## src/sv/vic_pkg.sv

```systemverilog
// ----------------------------------------------------------------------------
// vic_pkg
// Shared types, constants and color tables for the vegetation index
// classifier.
// ----------------------------------------------------------------------------
package vic_pkg;

   // Width of one pixel intensity field.
   localparam int PIXEL_BITS = 8;
   // Signed width of the numerator, the denominator and the scaled compares.
   localparam int CALC_BITS  = PIXEL_BITS + 8;

   localparam int MODE_BITS  = 2;
   localparam int CLASS_BITS = 3;
   localparam int COLOR_BITS = 8;

   localparam logic [MODE_BITS-1:0] MODE_ARVI = 2'd0;
   localparam logic [MODE_BITS-1:0] MODE_EVI  = 2'd1;
   localparam logic [MODE_BITS-1:0] MODE_SAVI = 2'd2;

   localparam logic [CLASS_BITS-1:0] CLASS_BARE   = 3'd0;
   localparam logic [CLASS_BITS-1:0] CLASS_SPARSE = 3'd1;
   localparam logic [CLASS_BITS-1:0] CLASS_MODEST = 3'd2;
   localparam logic [CLASS_BITS-1:0] CLASS_DENSE  = 3'd3;
   localparam logic [CLASS_BITS-1:0] CLASS_LUSH   = 3'd4;

   typedef logic [MODE_BITS-1:0] mode_type;

   typedef struct packed {
      logic [PIXEL_BITS-1:0] nir;
      logic [PIXEL_BITS-1:0] red;
      logic [PIXEL_BITS-1:0] blue;
   } req_payload_type;

   typedef struct packed {
      logic [CLASS_BITS-1:0] health_class;
      logic [COLOR_BITS-1:0] out_green;
      logic [COLOR_BITS-1:0] out_red;
   } rsp_payload_type;

   function automatic logic [COLOR_BITS-1:0] green_of_class(
      input logic [CLASS_BITS-1:0] cls
   );
      logic [COLOR_BITS-1:0] g;
      unique case (cls)
         CLASS_BARE:   g = 8'd0;
         CLASS_SPARSE: g = 8'd128;
         CLASS_MODEST: g = 8'd255;
         CLASS_DENSE:  g = 8'd255;
         CLASS_LUSH:   g = 8'd128;
         default:      g = 8'd0;
      endcase
      return g;
   endfunction

   function automatic logic [COLOR_BITS-1:0] red_of_class(
      input logic [CLASS_BITS-1:0] cls
   );
      logic [COLOR_BITS-1:0] r;
      unique case (cls)
         CLASS_BARE:   r = 8'd255;
         CLASS_SPARSE: r = 8'd255;
         CLASS_MODEST: r = 8'd255;
         CLASS_DENSE:  r = 8'd0;
         CLASS_LUSH:   r = 8'd0;
         default:      r = 8'd0;
      endcase
      return r;
   endfunction

endpackage

```

## src/sv/vegetation_index_classifier.sv

```systemverilog
// ----------------------------------------------------------------------------
// vegetation_index_classifier
// Per-pixel ARVI, EVI or SAVI computation and five-bin health classification.
// ----------------------------------------------------------------------------
// Usage:
//   The req channel carries one pixel item (nir, red, blue) per accepted
//   cycle; the rsp channel returns one item (health_class and its color)
//   for each pixel, in order. Both channels use valid and stall: an item
//   moves on a clock edge where valid is high and stall is low.
//   The csr channel writes index_mode (0 ARVI, 1 EVI, 2 SAVI, 3 as SAVI);
//   it is always ready and is to be written only while no pixel is in flight.
//   rsp_valid rises once an accepted pixel moves on from the input
//   register to the result register: one input register, then the index
//   arithmetic and bin compares feed the result register. Throughput is
//   one pixel per clock while the receiver does not stall; it is set by
//   the single pass of constant shifts, adds, two zero tests and four bin
//   compares between the two registers.
//   When the receiver stalls, the result register holds its item; an empty
//   input register still takes one more pixel, and then req_stall rises.
//   A synchronous reset empties both registers and sets index_mode to ARVI.
// ----------------------------------------------------------------------------
module vegetation_index_classifier (
   input  logic                     clock,
   input  logic                     reset,
   input  logic                     req_valid,
   output logic                     req_stall,
   input  vic_pkg::req_payload_type req_data,
   output logic                     rsp_valid,
   input  logic                     rsp_stall,
   output vic_pkg::rsp_payload_type rsp_data,
   input  logic                     csr_valid,
   output logic                     csr_ready,
   input  vic_pkg::mode_type        csr_data
);

   localparam int W = vic_pkg::CALC_BITS;

   vic_pkg::mode_type        mode_ff;
   logic                     in_valid_ff;
   vic_pkg::req_payload_type in_data_ff;
   logic                     out_valid_ff;
   vic_pkg::rsp_payload_type out_data_ff;

   logic                     out_take;
   logic                     in_take;

   logic signed [W-1:0]      n_s, r_s, b_s, diff_s;
   logic signed [W-1:0]      num_s, den_s, num_n, den_n;
   logic signed [W-1:0]      num_x4, den_x2, den_x3;
   logic [vic_pkg::CLASS_BITS-1:0] cls;
   vic_pkg::rsp_payload_type out_data_in;

   assign csr_ready = 1'b1;

   // The result register loads whenever it is empty or its item leaves.
   assign out_take  = !out_valid_ff || !rsp_stall;
   assign req_stall = in_valid_ff && !out_take;
   assign in_take   = req_valid && !req_stall;

   assign rsp_valid = out_valid_ff;
   assign rsp_data  = out_data_ff;

   assign n_s    = signed'(W'(in_data_ff.nir));
   assign r_s    = signed'(W'(in_data_ff.red));
   assign b_s    = signed'(W'(in_data_ff.blue));
   assign diff_s = n_s - r_s;

   always_comb begin
      unique case (mode_ff)
         vic_pkg::MODE_ARVI: begin
            num_s = n_s - (r_s <<< 1) + b_s;
            den_s = n_s + (r_s <<< 1) + b_s;
         end
         vic_pkg::MODE_EVI: begin
            // 2.5(N-R)/(N+6R-4.5B+1) scaled by two on both terms.
            num_s = (diff_s <<< 2) + diff_s;
            den_s = (n_s <<< 1) + (r_s <<< 3) + (r_s <<< 2)
                    - (b_s <<< 3) - b_s + signed'(W'(2));
         end
         default: begin
            num_s = (diff_s <<< 1) + diff_s;
            den_s = n_s + r_s + signed'(W'(2));
         end
      endcase
   end

   // Make the denominator positive so that v <= k/4 becomes 4*num <= k*den.
   always_comb begin
      if (den_s < 0) begin
         num_n = -num_s;
         den_n = -den_s;
      end else begin
         num_n = num_s;
         den_n = den_s;
      end
      num_x4 = num_n <<< 2;
      den_x2 = den_n <<< 1;
      den_x3 = den_x2 + den_n;
   end

   always_comb begin
      priority if (den_s == 0) begin
         cls = (num_s < 0) ? vic_pkg::CLASS_BARE : vic_pkg::CLASS_LUSH;
      end else if (num_x4 <= 0) begin
         cls = vic_pkg::CLASS_BARE;
      end else if (num_x4 <= den_n) begin
         cls = vic_pkg::CLASS_SPARSE;
      end else if (num_x4 <= den_x2) begin
         cls = vic_pkg::CLASS_MODEST;
      end else if (num_x4 <= den_x3) begin
         cls = vic_pkg::CLASS_DENSE;
      end else begin
         cls = vic_pkg::CLASS_LUSH;
      end
      out_data_in.health_class = cls;
      out_data_in.out_green    = vic_pkg::green_of_class(cls);
      out_data_in.out_red      = vic_pkg::red_of_class(cls);
   end

   always_ff @(posedge clock) begin
      if (reset) begin
         mode_ff      <= vic_pkg::MODE_ARVI;
         in_valid_ff  <= 1'b0;
         out_valid_ff <= 1'b0;
      end else begin
         if (csr_valid && csr_ready) begin
            mode_ff <= csr_data;
         end
         if (in_take) begin
            in_valid_ff <= 1'b1;
         end else if (out_take) begin
            in_valid_ff <= 1'b0;
         end
         if (out_take) begin
            out_valid_ff <= in_valid_ff;
         end
      end
   end

   always_ff @(posedge clock) begin
      if (in_take) begin
         in_data_ff <= req_data;
      end
      if (out_take && in_valid_ff) begin
         out_data_ff <= out_data_in;
      end
   end

endmodule

```

## config.mk

```make
export PLATFORM = sky130hd
export DESIGN_NAME = vegetation_index_classifier
export DESIGN_NICKNAME = d
export VERILOG_FILES = /design/src/sv/vic_pkg.sv /design/src/sv/vegetation_index_classifier.sv
export SDC_FILE = /design/constraint.sdc
export NUM_CORES = 1
export LEC_CHECK = 0
export BUFFER_PORTS_ARGS = -buffer_cell sky130_fd_sc_hd__buf_4
export CAP_MARGIN = 20
export CORE_ASPECT_RATIO = 1.2
export CORE_MARGIN = 8
export CORE_UTILIZATION = 60
export DETAILED_ROUTE_END_ITERATION = 8
export PLACE_DENSITY_LB_ADDON = 0.25
export SETUP_SLACK_MARGIN = 0.15
export SYNTH_ARGS = -nofsm -noshare
export SYNTH_HDL_FRONTEND = slang
export SYNTH_SLANG_ARGS = --single-unit
```

## constraint.sdc

```tcl
create_clock -name clock -period 10.5 [get_ports clock]
set_clock_uncertainty 0.15 [all_clocks]
set_input_delay 1.575 -clock clock [delete_from_list [all_inputs] [get_ports clock]]
set_output_delay 1.575 -clock clock [all_outputs]
set_load 0.005 [all_outputs]
```

# Yosys cells after proc, flatten, opt, wreduce, memory -nomap -nowiden
# Cells that the tools add are included.
[word_totals]
reg_bits = 47
out_inout_bits = 22
elab_cells = 66
[classes]
n_addsub = 17
magnitude_cmp = 6
n_eq_ne = 5
muxes = 14
n_reduce_logical = 15
[op_table]
columns = ["cell", "n"]
rows = [
  ["16-bit one-hot mux with 2 select lines", 2],
  ["16-bit less-or-equal comparator", 3],
  ["32-bit logical NOT", 1],
  ["16-bit by 1-bit < comparator with 1-bit output, second input constant", 2],
  ["10-bit by 9-bit adder with 11-bit output", 2],
  ["3-bit two-way mux", 6],
  ["15-bit by 3-bit adder with 16-bit output, second input constant", 1],
  ["16-bit adder", 1],
  ["16-bit by 1-bit less-or-equal comparator with 1-bit output, second input constant", 1],
  ["16-bit two-way mux", 1],
  ["16-bit negation", 1],
  ["8-bit one-hot mux with 2 select lines", 1],
  ["14-bit by 9-bit subtractor with 15-bit output", 1],
  ["14-bit two-way mux", 1],
  ["14-bit negation", 1],
  ["13-bit by 11-bit subtractor with 14-bit output", 1],
  ["12-bit by 10-bit adder with 13-bit output", 1],
  ["11-bit by 9-bit adder with 12-bit output", 1],
  ["9-bit by 11-bit adder with 12-bit output", 1],
  ["10-bit by 8-bit adder with 11-bit output", 1],
  ["8-bit by 9-bit adder with 10-bit output", 1],
  ["9-bit by 2-bit adder with 10-bit output, second input constant", 1],
  ["8-bit by 9-bit subtractor with 10-bit output", 1],
  ["8-bit by 8-bit adder with 9-bit output", 1],
  ["other kinds (15)", 23],
]

# Logic depth before layout (Yosys ltp)
[logic_depth]
depth_word = 18
depth_mapped = 47
ltp_nobuf = 43

# Worst setup path after synthesis
# No wires, ideal clock.
[synth_timing]
kind = "reg-to-reg"
start = "reg in_data_ff[8] (netlist name)"
end = "reg out_data_ff, in the netlist rsp_data[18], data pin"
setup_ps = 254
arrival_time_ps = 8578
required_time_ps = 10096
slack_ps = 1519
stages_incl_launch_ff = 45
n_path_buf = 3
period_less_slack_ps = 8981
cell_sequence = "edfxtp_1 -> fa_1 -> fa_1 -> inv_1 -> fa_1 -> nand2b_1 -> nand2b_1 -> a21oi_1 -> xnor2_1 -> ha_1 -> ha_1 -> o21ai_0 -> nand2_1 -> o221ai_2 -> o41ai_2 -> o221a_2 -> or2_1 -> buf_4 -> [... 9 more ...] -> o21ai_0 -> a21oi_1 -> o21ai_0 -> nand2b_1 -> xor2_1 -> xnor2_1 -> ha_1 -> a21o_1 -> a21o_1 -> a21oi_1 -> nor2b_1 -> o21ai_0 -> nand2b_1 -> a21oi_1 -> nand3_1 -> o211ai_1 -> and3b_1 -> a21o_1"
[synth_via]
elab_chain_len = 15
elab_cells_between_ends = 34
cone_classes = "17 x add/sub; 6 x order compare; 10 x mux; 1 x reduce/logical"
[synth_rtl]
columns = ["element", "line_no", "rtl"]
rows = [
  ["start, declared", "vegetation_index_classifier.sv:40", "vic_pkg::req_payload_type in_data_ff;"],
  ["start signal, assigned", "vegetation_index_classifier.sv:142", "in_data_ff <= req_data;"],
  ["9-bit by 11-bit adder with 12-bit output", "vegetation_index_classifier.sv:77", "den_s = (n_s <<< 1) + (r_s <<< 3) + (r_s <<< 2)"],
  ["12-bit by 10-bit adder with 13-bit output", "vegetation_index_classifier.sv:77", ""],
  ["13-bit by 11-bit subtractor with 14-bit output", "vegetation_index_classifier.sv:78", "- (b_s <<< 3) - b_s + signed'(W'(2));"],
  ["14-bit by 9-bit subtractor with 15-bit output", "vegetation_index_classifier.sv:78", ""],
  ["15-bit by 3-bit adder with 16-bit output", "vegetation_index_classifier.sv:78", ""],
  ["16-bit one-hot mux with 2 select lines", "vegetation_index_classifier.sv:69", "unique case (mode_ff)"],
  ["16-bit negation or 16-bit by 1-bit < comparator with 1-bit output (tied branches)", "vegetation_index_classifier.sv:91, vegetation_index_classifier.sv:89", ""],
  ["16-bit two-way mux", "vegetation_index_classifier.sv:89", "if (den_s < 0) begin"],
  ["16-bit adder", "vegetation_index_classifier.sv:98", "den_x3 = den_x2 + den_n;"],
  ["16-bit less-or-equal comparator", "vegetation_index_classifier.sv:110", "end else if (num_x4 <= den_x3) begin"],
  ["3-bit two-way mux", "vegetation_index_classifier.sv:110", ""],
  ["3-bit two-way mux", "vegetation_index_classifier.sv:108", "end else if (num_x4 <= den_x2) begin"],
  ["3-bit two-way mux", "vegetation_index_classifier.sv:106", "end else if (num_x4 <= den_n) begin"],
  ["3-bit two-way mux", "vegetation_index_classifier.sv:104", "end else if (num_x4 <= 0) begin"],
  ["3-bit two-way mux *", "vegetation_index_classifier.sv:102", "priority if (den_s == 0) begin"],
  ["named net cls, one bit", "vegetation_index_classifier.sv:50", "logic [vic_pkg::CLASS_BITS-1:0] cls;"],
  ["end signal, assigned", "vegetation_index_classifier.sv:145", "out_data_ff <= out_data_in;"],
  ["end, declared", "vegetation_index_classifier.sv:42", "vic_pkg::rsp_payload_type out_data_ff;"],
]
# Mark *: on every way through the listed nets, which the timed path passes. The rest lies on a longest branch.
# A chain may end at the register's enable or synchronous reset.

# Final worst setup path
# Same ends and word-level chain as after synthesis.

==> summary.md <==
| Metric | Value |
|---|---|
| Top-Level Pins | 53 |
| Maximum capacitance violations | 0 |
| Count of antenna diodes in the layout | 0 |
| TritonCTS clock tree | built |
| Dominant cell by count in the synthesized netlist | sky130_fd_sc_hd__ha_1 |
| Number of antenna violations at the first check in global routing | 0 |
| Cell area after technology mapping | 0.00900 mm^2 |
| Share of final-layout standard cells stronger than drive strength 1 | 11.2% |
| Worst reg2reg startpoint | in_data_ff[8] |
| Y dimension of the die | 150 um |
| Total DRC errors in the routed layout | 0 |
| Maximum fanout count along the critical path | 12 |
| DIE WIDTH | 128 um |
| Number of endpoints with negative hold slack in the final report | 0 |
| Highest-delay cell along the critical path | sky130_fd_sc_hd__fa_1 |
| Min-delay src | in_valid_ff |
| Maximum number of pins on one net before global-route repair | 28 |
| First-pass GRT wire length | 38.4 mm |
| Placed Instances | 1,314 |
| Core Box Area | 0.0148 mm^2 |
| Worst reg2reg setup slack | 0.97 ns |
| Transition time of the tightest slew-check pin | 1.07 ns |
| Power per cell area | 257 mW/mm^2 |
| Total Die Area | 0.0192 mm^2 |
| Most numerous cell types in the synthesized netlist | 144 x sky130_fd_sc_hd__ha_1, 101 x sky130_fd_sc_hd__inv_1, 82 x sky130_fd_sc_hd__a21oi_1 |
| Setup TNS after final layout | 0 ns |
| Number of buffers inserted by port buffering | 51 |
| Number of synthesized register bits | 34 |
| Worst Setup Slack, final | 0.973 ns |
| WP data arrival | 9.42 ns |
| Worst hold path class | reg -> reg |
| Number of cells traversed by the worst hold path | 2 |
| Worst R2R End | rsp_data[18] |
| Count of TritonRoute iterations in the first routing pass | 5 |
| Floorplan row count | 49 |
| Syn_area_per_cell | 8.21 um^2 |
| Clock sink count | 34 |
| CTS root buf | sky130_fd_sc_hd__clkbuf_16 |
| Detailed router's first-iteration violation count | 479 |
| Max rail drop VDD | 0.110 mV |
| Clock edge transition at the registers on the reported setup and hold paths | 0.06 ns |
| Worst reg2reg path depth | 41 |
| Routability congestion estimate | 0.991 |
| Routed wire per std cell | 17.8 um |
| Worst hold margin | 0.343 ns |
| Dominant register cell in the synthesized netlist | sky130_fd_sc_hd__edfxtp_1 |
| Sequential-to-total area share from yosys stat | 10.9% |
| End of the worst hold path | rsp_valid |
| Number of nets in the layout | 1,324 |
| Clock latency on the worst-skew pair | 0.29 ns |
| Half-perimeter wire length after placement | 20.0 mm |
| Vias in the first global route | 7,770 |
| Final instance count without filler cells | 1,323 |
| Number of cells produced by synthesis | 1,096 |
| Unrepaired setup endpoints after global routing | false |
| Layout area overhead | 6.53% |
| Starting density of the core | 60.7% |
| Max Root-Sink Buffers | 2 |
| Worst EP required | 10.39 ns |
| Post-CTS setup buffer count | 0 |
| Total via count after detailed routing | 8,137 |
| Finish-stage setup viols | 0 |
| Leakage | 4.25 nW |
| Library cell occupying the most area in the post-synthesis netlist | sky130_fd_sc_hd__ha_1 |
| Overall power consumption | 2.46 mW |
| CP peak stage delay | 0.54 ns |
| Run status | finished, final reports clean |
| Critical Path Sink Type | flip-flop |
| Total count of max-transition violations in the final report | 0 |
| Post-detailed-routing wire length | 23.6 mm |
| Post-detailed-route via-to-cell ratio | 6.15 |
| Launching element type of the critical path | flip-flop |
| Num CTS Buffers | 5 |
| Yosys Warn Count | 0 |
| Post-synth EDFFs | 30 |
| CTS HTree Levels | 2 |
| Worst-case setup slack after placement | 1.02 ns |
| Leading cell types by total area after synthesis | sky130_fd_sc_hd__ha_1 20%, sky130_fd_sc_hd__edfxtp_1 10%, sky130_fd_sc_hd__fa_1 6.9% |
| Share of the cycle needed by the critical path after routing | 90.7% |
| Start-to-end type of the worst setup path | reg -> reg |
| Residual overflow from global routing | 0 |
| Global Route Usage Sum | 24.8% |
| Maximum operating frequency | 0.105 GHz |
| Share of the synthesized area in the top cell type | 20.0% |
| Max-slew headroom at the worst pin | 28.5% |
| Share of synthesized flip-flops with an asynchronous set or reset | 0% |
| Antenna Nets Post-Route | 0 |
| Library cells used by synthesis | 107 |
| Minimum clock period after layout | 9.53 ns |
[where the power goes]
part | total (mW) | internal (mW) | switching [mW]
clock | 0.145 | 0.0865 | 0.0585
combinational | 2.13 | 0.902 | 1.23
sequential | 0.181 | 0.164 | 0.0173
total | 2.46 | 1.15 | 1.31
[critical path: cells and delay by family (launching register included)]
family,cells,cell delay (ns)
adders and majority gates,7,3.03
DFF,1,0.51
and+or+nand+nor,11,1.70
xor gates and xnor gates,4,0.70
AOI/OAI and AO/OA,17,3.00
buffers and inverters,2,0.21
[cells by family after synthesis]
| logic type | after synthesis | synth area share [%] |
|---|---|---|
| compound gates | 307 | 23.7 |
| xor+xnor | 81 | 8.28 |
| fa+ha+maj | 177 | 27.1 |
| buf+inv | 146 | 7.17 |
| flops | 34 | 10.9 |
| mux | 21 | 2.47 |
| other cells | 1 | 0.0417 |
| simple gates | 329 | 20.3 |
[stage by stage]
step,utilization [%],cell area (um^2)
2_1_floorplan,-,9000
3_3_place_gp,63.5,9420
3_5_place_dp,63.5,9420
4_1_cts,64.5,9570
5_1_grt,64.6,9590
6_report,64.6,9590
[cell type report]
| type | instances | area [um^2] |
|---|---|---|
| fill | 1351 | 5250 |
| clock inverter | 3 | 16.3 |
| clock buffer | 5 | 125 |
| inverter | 103 | 387 |
| multi-input combinational | 917 | 7390 |
| sequential | 34 | 981 |
| tap | 204 | 255 |
| timing repair buffer | 57 | 435 |
[worst max path at each step]
stage	from	end	cells after the start
floorplan	in_data_ff[8]	rsp_data[18]	44
global placement	in_data_ff[8]	rsp_data[18]	41
detailed placement	in_data_ff[8]	rsp_data[18]	41
CTS	in_data_ff[8]	rsp_data[18]	41
global route	in_data_ff[9]	rsp_data[18]	42
finish	in_data_ff[8]	rsp_data[18]	41
[cells in the final DEF, fill, tap and decap left out, drive strengths merged, types with 10 or more instances in the layout]
cell type	n
nor2b	18
nand2b	19
inv	103
o21bai	10
nand2	54
nand3	23
nand4	15
o21ai	66
nor3	31
nor2	79
and3	11
a21o	30
fa	31
and2	11
xnor2	57
ha	144
or3	12
buf	57
xor2	23
edfxtp	30
a21oi	86
a211oi	21
mux2i	17
nor4	12
[per-layer routing]
layer	track usage [%]	share of wire [%]	vias up
met2	43.9	49	245
met1	28.8	41	3780
met4	12.8	5.2	0
met5	0	0	-
li1	-	-	4050
met3	2.94	4.4	62
[registers in the layout (all words and copies together) (netlist names)]
name         flops
b_s              8
in_data_ff      16
in_valid_ff      1
mode_ff          2
rsp_data         6
rsp_valid        1
[what timing repair did]
action	in CTS	in global routing
setup endpoints to repair	0	1
resized for setup	0	1
hold buffers	0	0
Note: power is estimated with default switching activity, not from simulation.
